**src/rtl/lpd_pkg.sv**
```systemverilog
`timescale 1ns / 1ps

package lpd_pkg;

  // Header field sizes in bytes
  localparam int unsigned LEN_BYTES  = 4;
  localparam int unsigned TYPE_BYTES = 2;
  localparam int unsigned JSZ_BYTES  = 4;
  localparam int unsigned MIN_LENGTH = TYPE_BYTES + JSZ_BYTES;

  localparam logic [31:0] MIN_LENGTH_W = 32'(MIN_LENGTH);

  // Byte counter within a header field
  typedef logic [1:0] hdr_cnt_t;

  localparam hdr_cnt_t LEN_LAST  = hdr_cnt_t'(LEN_BYTES - 1);
  localparam hdr_cnt_t TYPE_LAST = hdr_cnt_t'(TYPE_BYTES - 1);
  localparam hdr_cnt_t JSZ_LAST  = hdr_cnt_t'(JSZ_BYTES - 1);

  localparam logic SEC_JSON   = 1'b0;
  localparam logic SEC_BINARY = 1'b1;

  typedef struct packed {
    logic [15:0] msg_type;
    logic        section;
    logic [7:0]  payload_byte;
    logic        has_data;
    logic        end_of_packet;
  } result_t;

endpackage

```
**src/rtl/lpd_if.sv**
```systemverilog
`timescale 1ns / 1ps

interface lpd_in_if;
  logic       valid;
  logic       ready;
  logic [7:0] rx_byte;
  logic       chunk_end;

  modport source (output valid, output rx_byte, output chunk_end, input ready);
  modport sink (input valid, input rx_byte, input chunk_end, output ready);
endinterface

interface lpd_out_if;
  logic        valid;
  logic        ready;
  logic [15:0] msg_type;
  logic        section;
  logic [7:0]  payload_byte;
  logic        has_data;
  logic        end_of_packet;

  modport source (
    output valid, output msg_type, output section, output payload_byte,
    output has_data, output end_of_packet, input ready
  );
  modport sink (
    input valid, input msg_type, input section, input payload_byte,
    input has_data, input end_of_packet, output ready
  );
endinterface

```
**src/rtl/length_prefixed_deframer_top.sv**
```systemverilog
`timescale 1ns / 1ps

// Length-prefixed message deframer.
// Input channel in_i carries one stream byte per transfer, rx_byte with
// chunk_end marking the last byte of a received chunk. Packets are a
// 4-byte big-endian length (counted from the type field), a 2-byte type,
// a 4-byte JSON size, the JSON bytes, then the binary bytes.
// Output channel out_o carries at most one result per input transfer: a
// payload byte tagged with msg_type and section, or a data-less marker for
// an empty packet; end_of_packet flags the last result of a packet.
// Throughput: one byte per cycle, sustained while out_o.ready stays high;
// each byte only updates the parser registers and counters, and the next
// byte is taken in the same cycle as a waiting result transfers.
// A result appears on out_o in the cycle after the byte transfer that
// causes it.
// Reset: the parser returns to the length field and the output register
// empties.
// Stall: while a result is held and out_o.ready is low, in_i.ready drops;
// the held result stays stable until its transfer.
module length_prefixed_deframer_top (
  input  logic      clk_i,
  input  logic      rst_ni,
  lpd_in_if.sink    in_i,
  lpd_out_if.source out_o
);

  logic             step;
  logic             res_valid;
  lpd_pkg::result_t res;

  logic             out_valid_q, out_valid_d;
  lpd_pkg::result_t out_q;

  // Take a byte whenever the result slot is free or being drained now
  assign in_i.ready = !out_valid_q || out_o.ready;
  assign step       = in_i.valid && in_i.ready;

  lpd_parser u_parser (
    .clk_i       (clk_i),
    .rst_ni      (rst_ni),
    .step_i      (step),
    .rx_byte_i   (in_i.rx_byte),
    .chunk_end_i (in_i.chunk_end),
    .res_valid_o (res_valid),
    .res_o       (res)
  );

  always_comb begin
    out_valid_d = out_valid_q;
    if (step) begin
      // load the new result, or empty the slot if the byte gives none
      out_valid_d = res_valid;
    end else if (out_o.ready) begin
      out_valid_d = 1'b0;
    end
  end

  always_ff @(posedge clk_i or negedge rst_ni) begin
    if (!rst_ni) begin
      out_valid_q <= 1'b0;
    end else begin
      out_valid_q <= out_valid_d;
    end
  end

  // Payload holds unless a new result is loaded
  always_ff @(posedge clk_i) begin
    if (step && res_valid) begin
      out_q <= res;
    end
  end

  assign out_o.valid         = out_valid_q;
  assign out_o.msg_type      = out_q.msg_type;
  assign out_o.section       = out_q.section;
  assign out_o.payload_byte  = out_q.payload_byte;
  assign out_o.has_data      = out_q.has_data;
  assign out_o.end_of_packet = out_q.end_of_packet;

endmodule

```
**src/rtl/lpd_parser.sv**
```systemverilog
`timescale 1ns / 1ps

module lpd_parser (
  input  logic             clk_i,
  input  logic             rst_ni,
  input  logic             step_i,
  input  logic [7:0]       rx_byte_i,
  input  logic             chunk_end_i,
  output logic             res_valid_o,
  output lpd_pkg::result_t res_o
);

  typedef enum logic [2:0] {
    PH_LEN,
    PH_TYPE,
    PH_JSZ,
    PH_PAYLOAD,
    PH_SKIP,
    PH_DISCARD
  } phase_e;

  phase_e            phase_q, phase_d;
  lpd_pkg::hdr_cnt_t cnt_q, cnt_d;
  logic [31:0]       frame_len_q, frame_len_d;
  logic [15:0]       type_q, type_d;
  logic [31:0]       json_len_q, json_len_d;
  logic [31:0]       pay_left_q, pay_left_d;
  logic [31:0]       json_left_q, json_left_d;

  logic [31:0] jsz_full;
  logic [31:0] pay_size;
  logic [31:0] pay_dec;

  assign jsz_full = {json_len_q[23:0], rx_byte_i};
  assign pay_size = frame_len_q - lpd_pkg::MIN_LENGTH_W;
  assign pay_dec  = (pay_left_q != 32'd0) ? pay_left_q - 32'd1 : pay_left_q;

  always_comb begin
    phase_d     = phase_q;
    cnt_d       = cnt_q;
    frame_len_d = frame_len_q;
    type_d      = type_q;
    json_len_d  = json_len_q;
    pay_left_d  = pay_left_q;
    json_left_d = json_left_q;
    res_valid_o = 1'b0;
    res_o       = '{msg_type: type_q, section: lpd_pkg::SEC_JSON, payload_byte: 8'd0,
                    has_data: 1'b0, end_of_packet: 1'b1};
    case (phase_q)
      PH_LEN: begin
        frame_len_d = {frame_len_q[23:0], rx_byte_i};
        cnt_d       = cnt_q + 2'd1;
        if (cnt_q == lpd_pkg::LEN_LAST) begin
          cnt_d = '0;
          if (frame_len_d < lpd_pkg::MIN_LENGTH_W) begin
            phase_d = chunk_end_i ? PH_LEN : PH_DISCARD;
          end else begin
            phase_d = PH_TYPE;
          end
        end
      end
      PH_DISCARD: begin
        if (chunk_end_i) begin
          phase_d = PH_LEN;
          cnt_d   = '0;
        end
      end
      PH_TYPE: begin
        type_d = {type_q[7:0], rx_byte_i};
        cnt_d  = cnt_q + 2'd1;
        if (cnt_q == lpd_pkg::TYPE_LAST) begin
          cnt_d   = '0;
          phase_d = PH_JSZ;
        end
      end
      PH_JSZ: begin
        json_len_d = jsz_full;
        cnt_d      = cnt_q + 2'd1;
        if (cnt_q == lpd_pkg::JSZ_LAST) begin
          cnt_d      = '0;
          pay_left_d = pay_size;
          if (jsz_full > pay_size) begin
            phase_d = (pay_size == 32'd0) ? PH_LEN : PH_SKIP;
          end else begin
            json_left_d = jsz_full;
            if (pay_size == 32'd0) begin
              // empty packet: one marker without data
              phase_d     = PH_LEN;
              res_valid_o = 1'b1;
            end else begin
              phase_d = PH_PAYLOAD;
            end
          end
        end
      end
      PH_PAYLOAD: begin
        res_valid_o        = 1'b1;
        res_o.has_data     = 1'b1;
        res_o.payload_byte = rx_byte_i;
        if (json_left_q != 32'd0) begin
          res_o.section = lpd_pkg::SEC_JSON;
          json_left_d   = json_left_q - 32'd1;
        end else begin
          res_o.section = lpd_pkg::SEC_BINARY;
        end
        pay_left_d          = pay_dec;
        res_o.end_of_packet = (pay_dec == 32'd0);
        if (pay_dec == 32'd0) begin
          phase_d = PH_LEN;
          cnt_d   = '0;
        end
      end
      PH_SKIP: begin
        pay_left_d = pay_dec;
        if (pay_dec == 32'd0) begin
          phase_d = PH_LEN;
          cnt_d   = '0;
        end
      end
      default: begin
        phase_d = PH_LEN;
        cnt_d   = '0;
      end
    endcase
  end

  always_ff @(posedge clk_i or negedge rst_ni) begin
    if (!rst_ni) begin
      phase_q     <= PH_LEN;
      cnt_q       <= '0;
      frame_len_q <= '0;
      type_q      <= '0;
      json_len_q  <= '0;
      pay_left_q  <= '0;
      json_left_q <= '0;
    end else if (step_i) begin
      phase_q     <= phase_d;
      cnt_q       <= cnt_d;
      frame_len_q <= frame_len_d;
      type_q      <= type_d;
      json_len_q  <= json_len_d;
      pay_left_q  <= pay_left_d;
      json_left_q <= json_left_d;
    end
  end

endmodule

```
**src/flat_wrapper.sv**
```systemverilog
// flat-port wrapper written by rule: the top's interface ports become plain ports
module length_prefixed_deframer_top_flat 
  (clk_i, rst_ni, in_i_valid, in_i_rx_byte, in_i_chunk_end, in_i_ready, out_o_valid, out_o_msg_type, out_o_section, out_o_payload_byte, out_o_has_data, out_o_end_of_packet, out_o_ready);
  lpd_in_if in_i_i ();
  lpd_out_if out_o_i ();
  input  logic clk_i;
  input  logic rst_ni;
  input wire logic [$bits(in_i_i.valid)-1:0] in_i_valid;
  input wire logic [$bits(in_i_i.rx_byte)-1:0] in_i_rx_byte;
  input wire logic [$bits(in_i_i.chunk_end)-1:0] in_i_chunk_end;
  output wire logic [$bits(in_i_i.ready)-1:0] in_i_ready;
  output wire logic [$bits(out_o_i.valid)-1:0] out_o_valid;
  output wire logic [$bits(out_o_i.msg_type)-1:0] out_o_msg_type;
  output wire logic [$bits(out_o_i.section)-1:0] out_o_section;
  output wire logic [$bits(out_o_i.payload_byte)-1:0] out_o_payload_byte;
  output wire logic [$bits(out_o_i.has_data)-1:0] out_o_has_data;
  output wire logic [$bits(out_o_i.end_of_packet)-1:0] out_o_end_of_packet;
  input wire logic [$bits(out_o_i.ready)-1:0] out_o_ready;
  assign in_i_i.valid = in_i_valid;
  assign in_i_i.rx_byte = in_i_rx_byte;
  assign in_i_i.chunk_end = in_i_chunk_end;
  assign in_i_ready = in_i_i.ready;
  assign out_o_valid = out_o_i.valid;
  assign out_o_msg_type = out_o_i.msg_type;
  assign out_o_section = out_o_i.section;
  assign out_o_payload_byte = out_o_i.payload_byte;
  assign out_o_has_data = out_o_i.has_data;
  assign out_o_end_of_packet = out_o_i.end_of_packet;
  assign out_o_i.ready = out_o_ready;
  length_prefixed_deframer_top u_core (.clk_i(clk_i), .rst_ni(rst_ni), .in_i(in_i_i), .out_o(out_o_i));
endmodule
```
**config.mk**
```make
export PLATFORM = sky130hd
export DESIGN_NAME = length_prefixed_deframer_top_flat
export DESIGN_NICKNAME = d
export VERILOG_FILES = /design/src/rtl/lpd_pkg.sv /design/src/rtl/lpd_if.sv /design/src/rtl/length_prefixed_deframer_top.sv /design/src/rtl/lpd_parser.sv /design/src/flat_wrapper.sv
export SDC_FILE = /design/constraint.sdc
export NUM_CORES = 1
export LEC_CHECK = 0
export ABC_AREA = 1
export ABC_CLOCK_PERIOD_IN_PS = 3500
export BUFFER_PORTS_ARGS = -buffer_cell sky130_fd_sc_hd__buf_2
export CAP_MARGIN = 20
export CORE_MARGIN = 2
export CORE_UTILIZATION = 55
export DETAILED_ROUTE_END_ITERATION = 10
export PLACE_DENSITY = 0.72
export SYNTH_ARGS = -nofsm -noshare
export SYNTH_HDL_FRONTEND = slang
export SYNTH_SLANG_ARGS = --single-unit
export TNS_END_PERCENT = 5
```
**constraint.sdc**
```tcl
create_clock -name clk_i -period 3.5 [get_ports clk_i]
set_input_delay 0.35 -clock clk_i [delete_from_list [all_inputs] [get_ports clk_i]]
set_output_delay 0.35 -clock clk_i [all_outputs]
set_load 0.02 [all_outputs]
```
# Yosys cells after proc, flatten, opt, wreduce, memory -nomap -nowiden
# Cells that the tools add are included.
# word_totals
regBits	169
word_cells	85
# classes
addsub	4
order_cmp	2
eq_ne	14
muxes	31
reduce_logical	21
# ops
operator	count
$mux 32	5
$pmux 32 s2	2
$logic_not 32->1	2
$reduce_bool 32->1	2
$sub 32x1->32 const B	2
$gt 32x32->1	1
$lt 32x3->1 const B	1
$sub 32x3->32 const B	1
$mux 3	9
$pmux 3 s5	1
$mux 2	6
$ne 2x2->1 const B	6
$pmux 2 s4	1
$eq 3x2->1 const B	2
$eq 3x3->1 const B	2
$mux 1	6
$reduce_and 2->1	3
$reduce_and 3->1	2
$reduce_and 6->1	1
$reduce_bool 2->1	3
$reduce_and 5->1	1
$reduce_or 2->1	2
$eq 3x1->1 const B	1
$logic_not 3->1	1
8 further kinds	9

# Depth between registers and ports, before layout
# Gate-level depths: netlist of the first run.
# depth
word_depth	7
ltp_mapped	24

# Hierarchy
# From an unflattened synthesis of the first run, not the netlist that was laid out.
# unflattened
hier_cells	1451
area_unflattened_um2	10626.4
# modules_own_cells
module	n_inst	cells_each	area_each_um2
lpd_parser	1	1415	9751.9
length_prefixed_deframer_top	1	36	874.6

# Worst setup path after synthesis of the first run
# Ideal clock, no wire load.
# synth_path
path_kind	reg-to-reg
from	register u_core.u_parser.frame_len_q[1]
to	register u_core.out_q, in the netlist u_core.out_o.end_of_packet (enable)
setup_ns	0.382
arrival_ns	3.119
required_ns	3.118
path_slack_ns	-0.001
stages_incl_launch_ff	20
path_buffers	0
cell_sequence	dfrtp_1 -> ha_1 -> inv_1 -> nand2_2 -> inv_1 -> nand2_1 -> nor3_1 -> nand2_1 -> xor2_1 -> ha_1 -> nand2_1 -> nor2_1 -> nor3b_2 -> nor3b_2 -> nand4_1 -> nand2_1 -> nand3b_1 -> nand2_1 -> nand2_1 -> inv_1
# synth_via
elab_chain_cells	7
word_cells_on_any_way	8
cone_classes	add/sub: 1; order compare: 1; mux: 4; reduce/logical: 2
# synth_rtl
element	line_no	rtl
start, declared	lpd_parser.sv:24	logic [31:0] frame_len_q, frame_len_d;
start signal, assigned	lpd_parser.sv:139	frame_len_q <= frame_len_d;
$sub 32x3->32 *	lpd_parser.sv:35	assign pay_size = frame_len_q - lpd_pkg::MIN_LENGTH_W;
parallel branches: the longest is 2 deep, another holds $gt 32x32->1	-	
$mux 1 *	lpd_parser.sv:82	if (jsz_full > pay_size) begin
$mux 1 *	lpd_parser.sv:79	if (cnt_q == lpd_pkg::JSZ_LAST) begin
$pmux 1 s2 *	lpd_parser.sv:49	case (phase_q)
$logic_and 1x1->1 *	length_prefixed_deframer_top.sv:68	if (step && res_valid) begin
end signal, assigned	length_prefixed_deframer_top.sv:69	out_q <= res;
end, declared	length_prefixed_deframer_top.sv:32	lpd_pkg::result_t out_q;
# Mark *: on every way between the ends.
# A chain may end at the register's enable or synchronous reset.

# Worst setup path after layout of the first run
# layout_path
from	register u_core.u_parser.frame_len_q[2]
to	register u_core.out_q, in the netlist u_core.out_o.has_data (enable)
# The elaborated chain is that of the path after synthesis.

==> results.toml, run 1 <==
[worst_setup_path]
crit_cells = 19
critPathLaunchType = "flip-flop"
cpMostUsedCell = "nand2_1"
crit_family = "simple AND/OR/NAND/NOR gates"
rr_startpoint = "u_core.u_parser.frame_len_q[2]$_DFFE_PN0P_"
crit_path_end_kind = "flip-flop"
cp.arrival_ps = 3730
critPathCapture = "u_core.out_o.has_data$_DFFE_PP_"
cp_cell_sequence = "ha_2 > inv_2 > nand2_4 > nor2_4 > buf_12 > nand3_2 > xor2_2 > inv_2 > ha_4 > nand2_1 > nor3b_4 > nor3b_4 > nand4_1 > nand2_1 > nand3b_1 > nand2_1 > nand2_2 > clkinvlp_4 > clkbuf_16"
ff2ff_setup_slack_ps = -60
required_ps = 3670
crit_path_max_incr_delay_ps = 440
crit_buf_inv = 5
slowest_stage = "dfrtp_1"
critPathKind = "reg2reg"
r2r-end = "u_core.out_o.has_data$_DFFE_PP_"
worstRegToRegCells = 19
crit_start = "u_core.u_parser.frame_len_q[2]$_DFFE_PN0P_"
cp_max_fo = 7

[placement]
dpl.hpwl_mm = 22.68
placed_cell_area_um2 = 11460
place_congestion = 0.9880
port_buffers = 41
pre_cts_ws_ps = -11.10

[cells_and_area]
final_area_um2 = 12410
drive_gt1_share_pct = 16.14
num-fill-cells = 1704
area_growth_pct = 15.48
diodes = 0
nNetsFinal = 1588
finalCoreUtilization_pct = 64.21

[clocking]
numCtsBuffers = 17
htreeDepth = 4
cts.clk_slew.worst_paths_ps = 80
hold_buffers = 0
clk_path_buf_depth = 2
cts_tree = "built"
clock_latency_ps = 460
root_buffer = "clkbuf_16"
cts_sinks = 169

[sta]
skew_ps = 10.03
final-setup-viol-count = 27
fin_ws_ps = -59.66
finalCritPeriodShare_pct = 101.7
rsz0062_at_grt = "true"
hold_violations = 4
final_max_slew_viol_count = 0
whs_ps = -8.859
tightestPinTransition_ps = 897.4
max_freq_mhz = 280.9
post-route-min-period_ps = 3560
max-slew-margin-rel_pct = 40.17

[routing]
dr.pass1.iters = 6
wl_per_cell_um = 17.14
drt_iter0_markers = 1046
ant_nets = 0
drc = 0
wirelength_mm = 31.09
vias_per_cell = 5.707
dr_total_vias = 10350

[power_and_ir_drop]
power_mw = 11.57
peakVddDrop_v = 0.0005453
cellLeakagePower_nw = 5.726
p_per_area_nw_per_um2 = 931.6

[global_routing]
grt_pass1_wl_mm = 49.45
grt.total_usage_pct = 30.98
antenna_found_initial = 0
grt_start_max_net_pins = 91
gr-total-overflow = 0
grt_pass1_vias = 9398

[synthesis]
synth_area_leaders = "dfrtp_1, nand2_1, edfxtp_1"
synth_seq_cells = 169
synth_most_common_cell = "nand2_1"
synth_edf_count = 27
synthesis.area_um2 = 10750
synth_common_cells = "nand2_1, nor2_1, inv_1"
yosys_warnings = 0
netlist.area_leader.share_pct = 33.05
synth_top_cell_by_area = "dfrtp_1"
ys_seq_area_share_pct = 40.60
ys_types = 43
synth.net_count = 1518
netlist_instances = 1466
async_flop_share_pct = 84.02
synthFlopType = "dfrtp_1"
synth.avg_cell_area_um2 = 7.333

[floorplanning]
start_util_pct = 55.60
fp-row-count = 51
die_area_um2 = 20680
die_height_um = 143.8
core_um2 = 19330
ioPinCount = 42
die_x_um = 143.8

[min_path]
min_path_type = "in2async"

[flow_run]
maxCapViolCount = 0

[run_status]
outcome = "finished, violations left"
violations = "hold timing, setup timing"
-- power by group --
group / internal [mW] / switching (mW) / leakage, nW / total (mW)
Clock: 1.02 / 1.04 / 0.312 / 2.06
Sequential: 2.85 / 0.983 / 1.98 / 3.83
Combinational: 2.03 / 3.64 / 3.43 / 5.67
Total: 5.90 / 5.66 / 5.73 / 11.6
-- what timing repair did --
action,4_1_cts,5_1_grt
pin swaps,1,14
setup buffers,0,8
hold endpoints to repair,0,0
cloned,0,3
endpoints found under the setup margin,24,63
gates resized for setup,1,55
-- worst min path at each step --
stage / slack (ps) / endpoint
CTS: 40 / u_core.u_parser.type_q[10]$_DFFE_PN0P_
finish: -9 / u_core.u_parser.json_left_q[29]$_DFFE_PN0P_
detailed placement: 430 / u_core.out_o.msg_type[14]$_DFFE_PP_
floorplan: 50 / u_core.out_o.valid$_DFFE_PN0P_
global placement: 420 / u_core.out_o.msg_type[14]$_DFFE_PP_
global route: 70 / u_core.u_parser.json_left_q[29]$_DFFE_PN0P_
-- cell type report --
cell class / count / area [um2] / share of cell area [%]
well taps: 265 / 331.6 / 2.671
repair buffers: 95 / 718.2 / 5.785
multi-input cells: 1096 / 5734 / 46.19
inverters: 157 / 600.6 / 4.838
clock buffers: 17 / 425.4 / 3.427
clock inverters: 15 / 226.5 / 1.824
flip-flops and latches: 169 / 4378 / 35.27
-- sequential cells by signal, indices dropped and copies added (netlist names) --
register	cells
u_core.u_parser.frame_len_q	32
u_core.u_parser.json_len_q	24
u_core.out_o.msg_type	16
u_core.out_o.valid	1
u_core.out_o.has_data	1
u_core.u_parser.phase_q	3
u_core.u_parser.json_left_q	32
u_core.out_o.end_of_packet	1
u_core.out_o.payload_byte	8
u_core.u_parser.pay_left_q	32
u_core.u_parser.cnt_q	2
u_core.out_o.section	1
u_core.u_parser.type_q	16
-- worst register-to-register path, cell delays in order (launching register included) --
cell and delay, ps:
dfrtp_1 440, ha_2 220, inv_2 80, nand2_4 80, nor2_4 200, buf_12 140, nand3_2 100, xor2_2 250
inv_2 70, ha_4 270, nand2_1 80, nor3b_4 210, nor3b_4 230, nand4_1 190, nand2_1 110, nand3b_1 80
nand2_1 80, nand2_2 80, clkinvlp_4 190, clkbuf_16 200
-- metal layers --
metal | global-route usage [%] | up-vias | part of all wire (%)
met1 | 44.20 | 4899 | 45
li1 | - | 4964 | -
met2 | 48.32 | 425 | 46
met4 | 8.153 | 0 | 2.0
met5 | 0 | - | 0
met3 | 6.398 | 65 | 7.2
-- kinds of logic after synthesis --
kind of cell | synth area share, %
compound gates | 13.04
xor+xnor | 2.200
fa+ha+maj | 4.539
buf+inv | 7.425
flops | 40.60
mux | 1.152
simple gates | 31.05
-- cell usage in the layout (no fill, tap or decap), drive strengths merged, types with 5 or more instances in the layout --
cell / n
edfxtp: 27
nor4: 5
clkinv: 5
buf: 93
nor2: 234
o211ai: 7
or2: 5
xor2: 27
dfrtp: 142
clkbuf: 19
nand4: 27
o21ai: 149
mux2: 11
a21oi: 60
nand2: 374
a31oi: 24
inv: 166
o22ai: 9
nand3: 101
ha: 39
nor3: 11
-- stage by stage --
stage	hold slack, ps	instances	TNS (ps)
finish	-8.859	1814	-994.3
global route	65.19	1814	-7771
CTS	35.78	1803	0
detailed placement	430.6	1771	-28.64
global placement	424.2	1771	0
floorplan	54.41	1466	0
(Power assumes the default switching activity.)
==> run 2, diff against run 1 <==
Settings changed: CORE_UTILIZATION 55 to 43, PLACE_DENSITY 0.72 to 0.58.
==> results.toml, run 2 (synthesis results as in run 1) <==
[run_status]
outcome = "finished, violations left"
violations = "setup timing"

[routing]
wl_per_cell_um = 17.33
wirelength_mm = 32.63
ant_nets = 0
drc = 0
dr.pass1.iters = 5
vias_per_cell = 5.352
drt_iter0_markers = 847
dr_total_vias = 10080

[min_path]
hold_end = "u_core.out_o.valid$_DFFE_PN0P_"
hold_path.startpoint = "out_o_ready"
holdPathStages = 4
min_path_type = "in2reg"

[sta]
fin_ws_ps = -37.57
finalCritPeriodShare_pct = 101.1
final_max_slew_viol_count = 0
max_freq_mhz = 282.7
max-slew-margin-rel_pct = 40.94
skew_ps = 24.64
tightestPinTransition_ps = 883.4
rsz0062_at_grt = "true"
post-route-min-period_ps = 3538
whs_ps = 181.8
final-setup-viol-count = 23
hold_violations = 0

[worst_setup_path]
cp_max_fo = 6
cp_cell_sequence = "nor2_2 > nand2_2 > nor2_4 > nand2_4 > nor3_4 > nand2_2 > xor2_2 > ha_1 > nand2_1 > nor2_2 > nor3b_4 > nor3b_4 > nand2_1 > nand2_2 > nand2_1 > nand3b_1 > nand2_1 > nand2_2 > clkinvlp_4 > clkbuf_16"
ff2ff_setup_slack_ps = -40
slowest_stage = "dfrtp_1"
cp.arrival_ps = 3760
crit_start = "u_core.u_parser.frame_len_q[10]$_DFFE_PN0P_"
rr_startpoint = "u_core.u_parser.frame_len_q[10]$_DFFE_PN0P_"
critPathLaunchType = "flip-flop"
r2r-end = "u_core.out_o.msg_type[10]$_DFFE_PP_"
crit_family = "simple AND/OR/NAND/NOR gates"
critPathKind = "reg2reg"
crit_path_end_kind = "flip-flop"
required_ps = 3720
crit_path_max_incr_delay_ps = 440
crit_buf_inv = 2
worstRegToRegCells = 20

[cells_and_area]
diodes = 0
nNetsFinal = 1598
drive_gt1_share_pct = 16.81
final_cell_mix = "nand2_1, nor2_1, inv_1"
finalCoreUtilization_pct = 51.32
area_growth_pct = 16.77
num-fill-cells = 2404
multi_input_area_um2 = 5747
reg_top3 = "u_core.u_parser.frame_len_q x32, u_core.u_parser.json_left_q x32, u_core.u_parser.pay_left_q x32"
seq_area_um2 = 4374
final_common_cell = "nand2_1"

[global_routing]
grt_start_max_net_pins = 67
grt_pass1_wl_mm = 51.34
grt_pass1_vias = 9287
antenna_found_initial = 0
gr-total-overflow = 0
grt.total_usage_pct = 25.16

[floorplanning]
core_um2 = 24460
die_area_um2 = 26280
die_height_um = 162.1
fp-row-count = 57
ioPinCount = 42
die_x_um = 162.1
start_util_pct = 43.95

[clocking]
root_buffer = "clkbuf_16"
htreeDepth = 4
clock_latency_ps = 450
cts.clk_slew.worst_paths_ps = 90
cts_sinks = 169
clk_path_buf_depth = 2
cts_tree = "built"
numCtsBuffers = 17

[placement]
place_congestion = 0.9876
port_buffers = 41
pre_cts_ws_ps = -10.36
dpl.hpwl_mm = 24.12

[flow_run]
maxCapViolCount = 0

[power_and_ir_drop]
p_per_area_nw_per_um2 = 927.1
cellLeakagePower_nw = 5.783
peakVddDrop_v = 0.0004391
run 2: changes by cell type in the layout (fill, tap and decap cells not counted), moves of 2 or more:
| cell | previous run | this run |
|---|---|---|
| dfrtp_1 | 131 | 134 |
| o21ai_1 | 16 | 14 |
| nand2_1 | 359 | 356 |
| nor2_1 | 184 | 179 |
| nor2_2 | 36 | 40 |
| dfrtp_2 | 11 | 8 |
| nand2_2 | 11 | 13 |
| o21ai_0 | 133 | 135 |
| clkinv_8 | 4 | 6 |
| buf_4 | 46 | 55 |
| inv_12 | 8 | 5 |
run 2: tightest hold or removal path, cell delays in order:
cell and delay [ps]:
buf_2 70, inv_1 30, nand2_1 80, nand2_1 60
run 2: timing repair:
item,4_1_cts,5_1_grt
hold buffers,1,0
pin swaps,1,12
endpoints found under the setup margin,28,60
resized for setup,1,56
setup buffers,0,8
gates cloned,0,3
hold endpoints to repair,64,0
run 2: final cells by class:
type	count	share of cell area, %
clock buffers	17	3.389
clock inverters	15	1.744
inverters	157	4.744
multi-input cells	1096	45.78
flip-flops and latches	169	34.85
well taps	324	3.229
repair buffers	105	6.269
run 2: worst max path at each step:
stage | end | slack [ps] | cells after the start
finish | u_core.out_o.msg_type[10]$_DFFE_PP_ | -40 | 20
global route | u_core.out_o.msg_type[2]$_DFFE_PP_ | -280 | 19
CTS | u_core.out_o.payload_byte[5]$_SDFFCE_PN0P_ | 5 | 20
detailed placement | u_core.out_o.msg_type[12]$_DFFE_PP_ | -10 | 20
global placement | u_core.out_o.msg_type[6]$_DFFE_PP_ | 40 | 20
floorplan | u_core.out_o.end_of_packet$_SDFFCE_PN1P_ | 150 | 20
run 2: per-stage QoR:
step / setup TNS, ps / instances / total power [mW] / cell area (um2)
3_3_place_gp: 0 / 1839 / 9.154 / 11600
2_1_floorplan: 0 / 1466 / 7.382 / 10750
6_report: -548.0 / 1883 / 11.64 / 12550
5_1_grt: -10300 / 1883 / 12.60 / 12550
4_1_cts: 0 / 1872 / 11.32 / 12260
3_5_place_dp: -186.6 / 1839 / 9.230 / 11600
run 2: routing by layer:
metal | routed length [um] | up-vias | track usage, %
met5 | 0 | - | 0
met4 | 563 | 0 | 6.356
met3 | 1969 | 49 | 3.524
met2 | 14790 | 323 | 39.42
met1 | 15300 | 4722 | 36.76
li1 | - | 4983 | -
run 2: power breakdown:
group / switching, mW / leakage [nW] / internal [mW]
Combinational: 3.68 / 3.49 / 2.08
Sequential: 0.967 / 1.98 / 2.85
Clock: 1.05 / 0.308 / 1.01
==> run 3, diff against run 2 <==
Settings changed: BUFFER_PORTS_ARGS -buffer_cell sky130_fd_sc_hd__buf_2 to not set, DONT_BUFFER_PORTS set to 1, PLACE_DENSITY 0.58 to 0.57, SYNTH_HIERARCHICAL set to 1.
==> results.toml, run 3 <==
[cells_and_area]
area_growth_pct = 17.10
drive_gt1_share_pct = 15.67
seq_area_um2 = 4373
diodes = 0
nNetsFinal = 1545
stdcell_count = 1830
final_common_cell = "nand2_1"
num-fill-cells = 2353
final_cell_mix = "nand2_1, nor2_1, inv_1"
multi_input_area_um2 = 5728
reg_top3 = "u_core/u_parser/frame_len_q x32, u_core/u_parser/json_left_q x32, u_core/u_parser/pay_left_q x32"

[routing]
dr.max_layer_used = "met4"
ant_nets = 0
dr.pass1.iters = 5
wl_per_cell_um = 18.03
drc = 0
drt_iter0_markers = 1035
wl_met1_mm = 15.33
route.met2.wl_mm = 14.73
met3WireLength_mm = 2.190
wirelength_mm = 33.00
dr_total_vias = 10130
vias_per_cell = 5.536

[sta]
setup_tns_ps = -1431
fin_ws_ps = -94.19
post-route-min-period_ps = 3594
skew_ps = 19.65
hold_violations = 142
whs_ps = -413.0
final_max_slew_viol_count = 0
finalCritPeriodShare_pct = 102.7
tightestPinTransition_ps = 869.0
final-setup-viol-count = 20
max_freq_mhz = 278.2
rsz0062_at_grt = "true"
max-slew-margin-rel_pct = 41.93

[global_routing]
grt_start_max_net_pins = 143
grt_pass1_vias = 9376
gr-total-overflow = 0
grt.total_usage_pct = 24.85
grt_pass1_wl_mm = 50.65
antenna_found_initial = 0

[worst_setup_path]
crit_path_end_kind = "flip-flop"
critPathLaunchType = "flip-flop"
cp.arrival_ps = 3760
ff2ff_setup_slack_ps = -90
cp_max_fo = 7
required_ps = 3670
critPathKind = "reg2reg"

[placement]
port_buffers = 0
dp_cells = 1775
place_congestion = 0.9793
dpl.hpwl_mm = 23.08

[synthesis]
synth_most_common_cell = "nand2_1"
synth_edf_count = 27
ys_seq_area_share_pct = 41.07
synthesis.area_um2 = 10630
netlist_instances = 1451
netlist.area_leader.share_pct = 33.44
synth.avg_cell_area_um2 = 7.324
synth_common_cells = "nand2_1, nor2_1, inv_1"
synth.net_count = 1503
synth_area_leaders = "dfrtp_1, nand2_1, edfxtp_1"
synthFlopType = "dfrtp_1"
ys_types = 43
synth_seq_cells = 169
synth_top_cell_by_area = "dfrtp_1"
yosys_warnings = 6
async_flop_share_pct = 84.02

[min_path]
min_path_type = "in2async"

[floorplanning]
fp-row-count = 57
start_util_pct = 43.70
die_area_um2 = 25990
die_height_um = 161.2
core_um2 = 24320
die_x_um = 161.2
ioPinCount = 42

[clocking]
root_buffer = "clkbuf_16"
clock_latency_ps = 450
cts.clk_slew.worst_paths_ps = 90
numCtsBuffers = 17
cts_tree = "built"
htreeDepth = 4
cts_sinks = 169
clk_path_buf_depth = 2

[run_status]
violations = "hold timing, setup timing"
outcome = "finished, violations left"

[power_and_ir_drop]
p_per_area_nw_per_um2 = 921.7
cellLeakagePower_nw = 5.668
peakVddDrop_v = 0.0003893

[flow_run]
maxCapViolCount = 0
run 3: changes by cell type after synthesis, moves of 6 or more:
cell,before,now
o21ai_1,14,20
inv_1,150,167
nand2_1,365,349
nand3_1,98,73
a22oi_1,2,8
a21oi_1,59,69
a31oi_2,6,0
o21ai_0,135,149
nand4_1,26,36
nor2_2,26,15
a31oi_1,18,11
nor2_1,199,180
run 3: cell type report:
cell class / count / share of cell area (%)
Inverter: 173 / 5.349
Sequential cell: 169 / 35.14
Multi-Input combinational cell: 1065 / 46.03
Clock buffer: 17 / 3.419
Timing Repair Buffer: 67 / 5.128
Clock inverter: 15 / 1.669
Tap cell: 324 / 3.258
run 3: per-stage QoR:
stage	utilization, %	power, mW	instance area, um2	setup slack (ps)
after floorplan	-	7.077	10630	9.228
after global placement	46.09	8.667	11210	77.52
after detailed placement	46.09	8.738	11210	6.007
after CTS	48.73	10.81	11850	14.28
after global routing	51.17	12.39	12440	-245.4
final	51.17	11.47	12440	-94.19
run 3: logic make-up (layout without fill, tap and decap cells):
kind of cell / Yosys count / in the layout / synth area share, %
simple gates: 700 / 700 / 28.41
compound gates: 288 / 288 / 14.52
buf+inv: 217 / 272 / 7.971
flops: 169 / 169 / 41.07
fa+ha+maj: 39 / 39 / 4.592
xor+xnor: 25 / 25 / 2.061
mux: 13 / 13 / 1.378
run 3: final timing paths:
kind                            cells after the start                                     endpoint                                       start
worst max-delay path                               20               u_core/out_o.section$_DFFE_PP_  u_core/u_parser/frame_len_q[2]$_DFFE_PN0P_
worst min-delay path                                0   u_core/u_parser/json_left_q[5]$_DFFE_PN0P_                                      rst_ni
worst max register to register                     20               u_core/out_o.section$_DFFE_PP_  u_core/u_parser/frame_len_q[2]$_DFFE_PN0P_
worst min register to register                      0          u_core/out_o.msg_type[13]$_DFFE_PP_      u_core/u_parser/type_q[13]$_DFFE_PN0P_
max in group asynchronous                           0  u_core/u_parser/frame_len_q[17]$_DFFE_PN0P_                                      rst_ni
min in group clk_i                                  2   u_core/u_parser/json_left_q[6]$_DFFE_PN0P_                             in_i_rx_byte[6]
run 3: power by group:
part	switching, mW	internal [mW]
clock network	1.02	0.992
registers	0.935	2.83
logic	3.58	2.12
total	5.53	5.94
run 3: repair_timing:
item                                    4_1_cts  5_1_grt
endpoints found under the setup margin       28       60
gates cloned                                  0        5
pin swaps                                     1       27
resized for setup                             2       91
endpoints found under the hold margin       142      142
setup buffers                                 0       19
run 3: worst max-delay path: stages (launching register included):
cell       delay [ps]
dfrtp_1           420
ha_2              210
inv_2              80
nand3_4           120
nor2_4            260
nand3_2           140
xor2_2            230
inv_2              80
ha_4              270
nand4_1           110
nor2_2            110
inv_2              60
nor3_4            200
nand3_2           150
nand2_2            90
nand3_2            50
o21ai_1           140
inv_1              90
nor2_4            150
buf_12            150
clkbuf_16         160
run 3: layer usage:
layer,track usage [%],up-vias
met4,8.117,0
met2,38.47,409
li1,-,4857
met3,3.698,53
met5,0,-
met1,35.83,4812
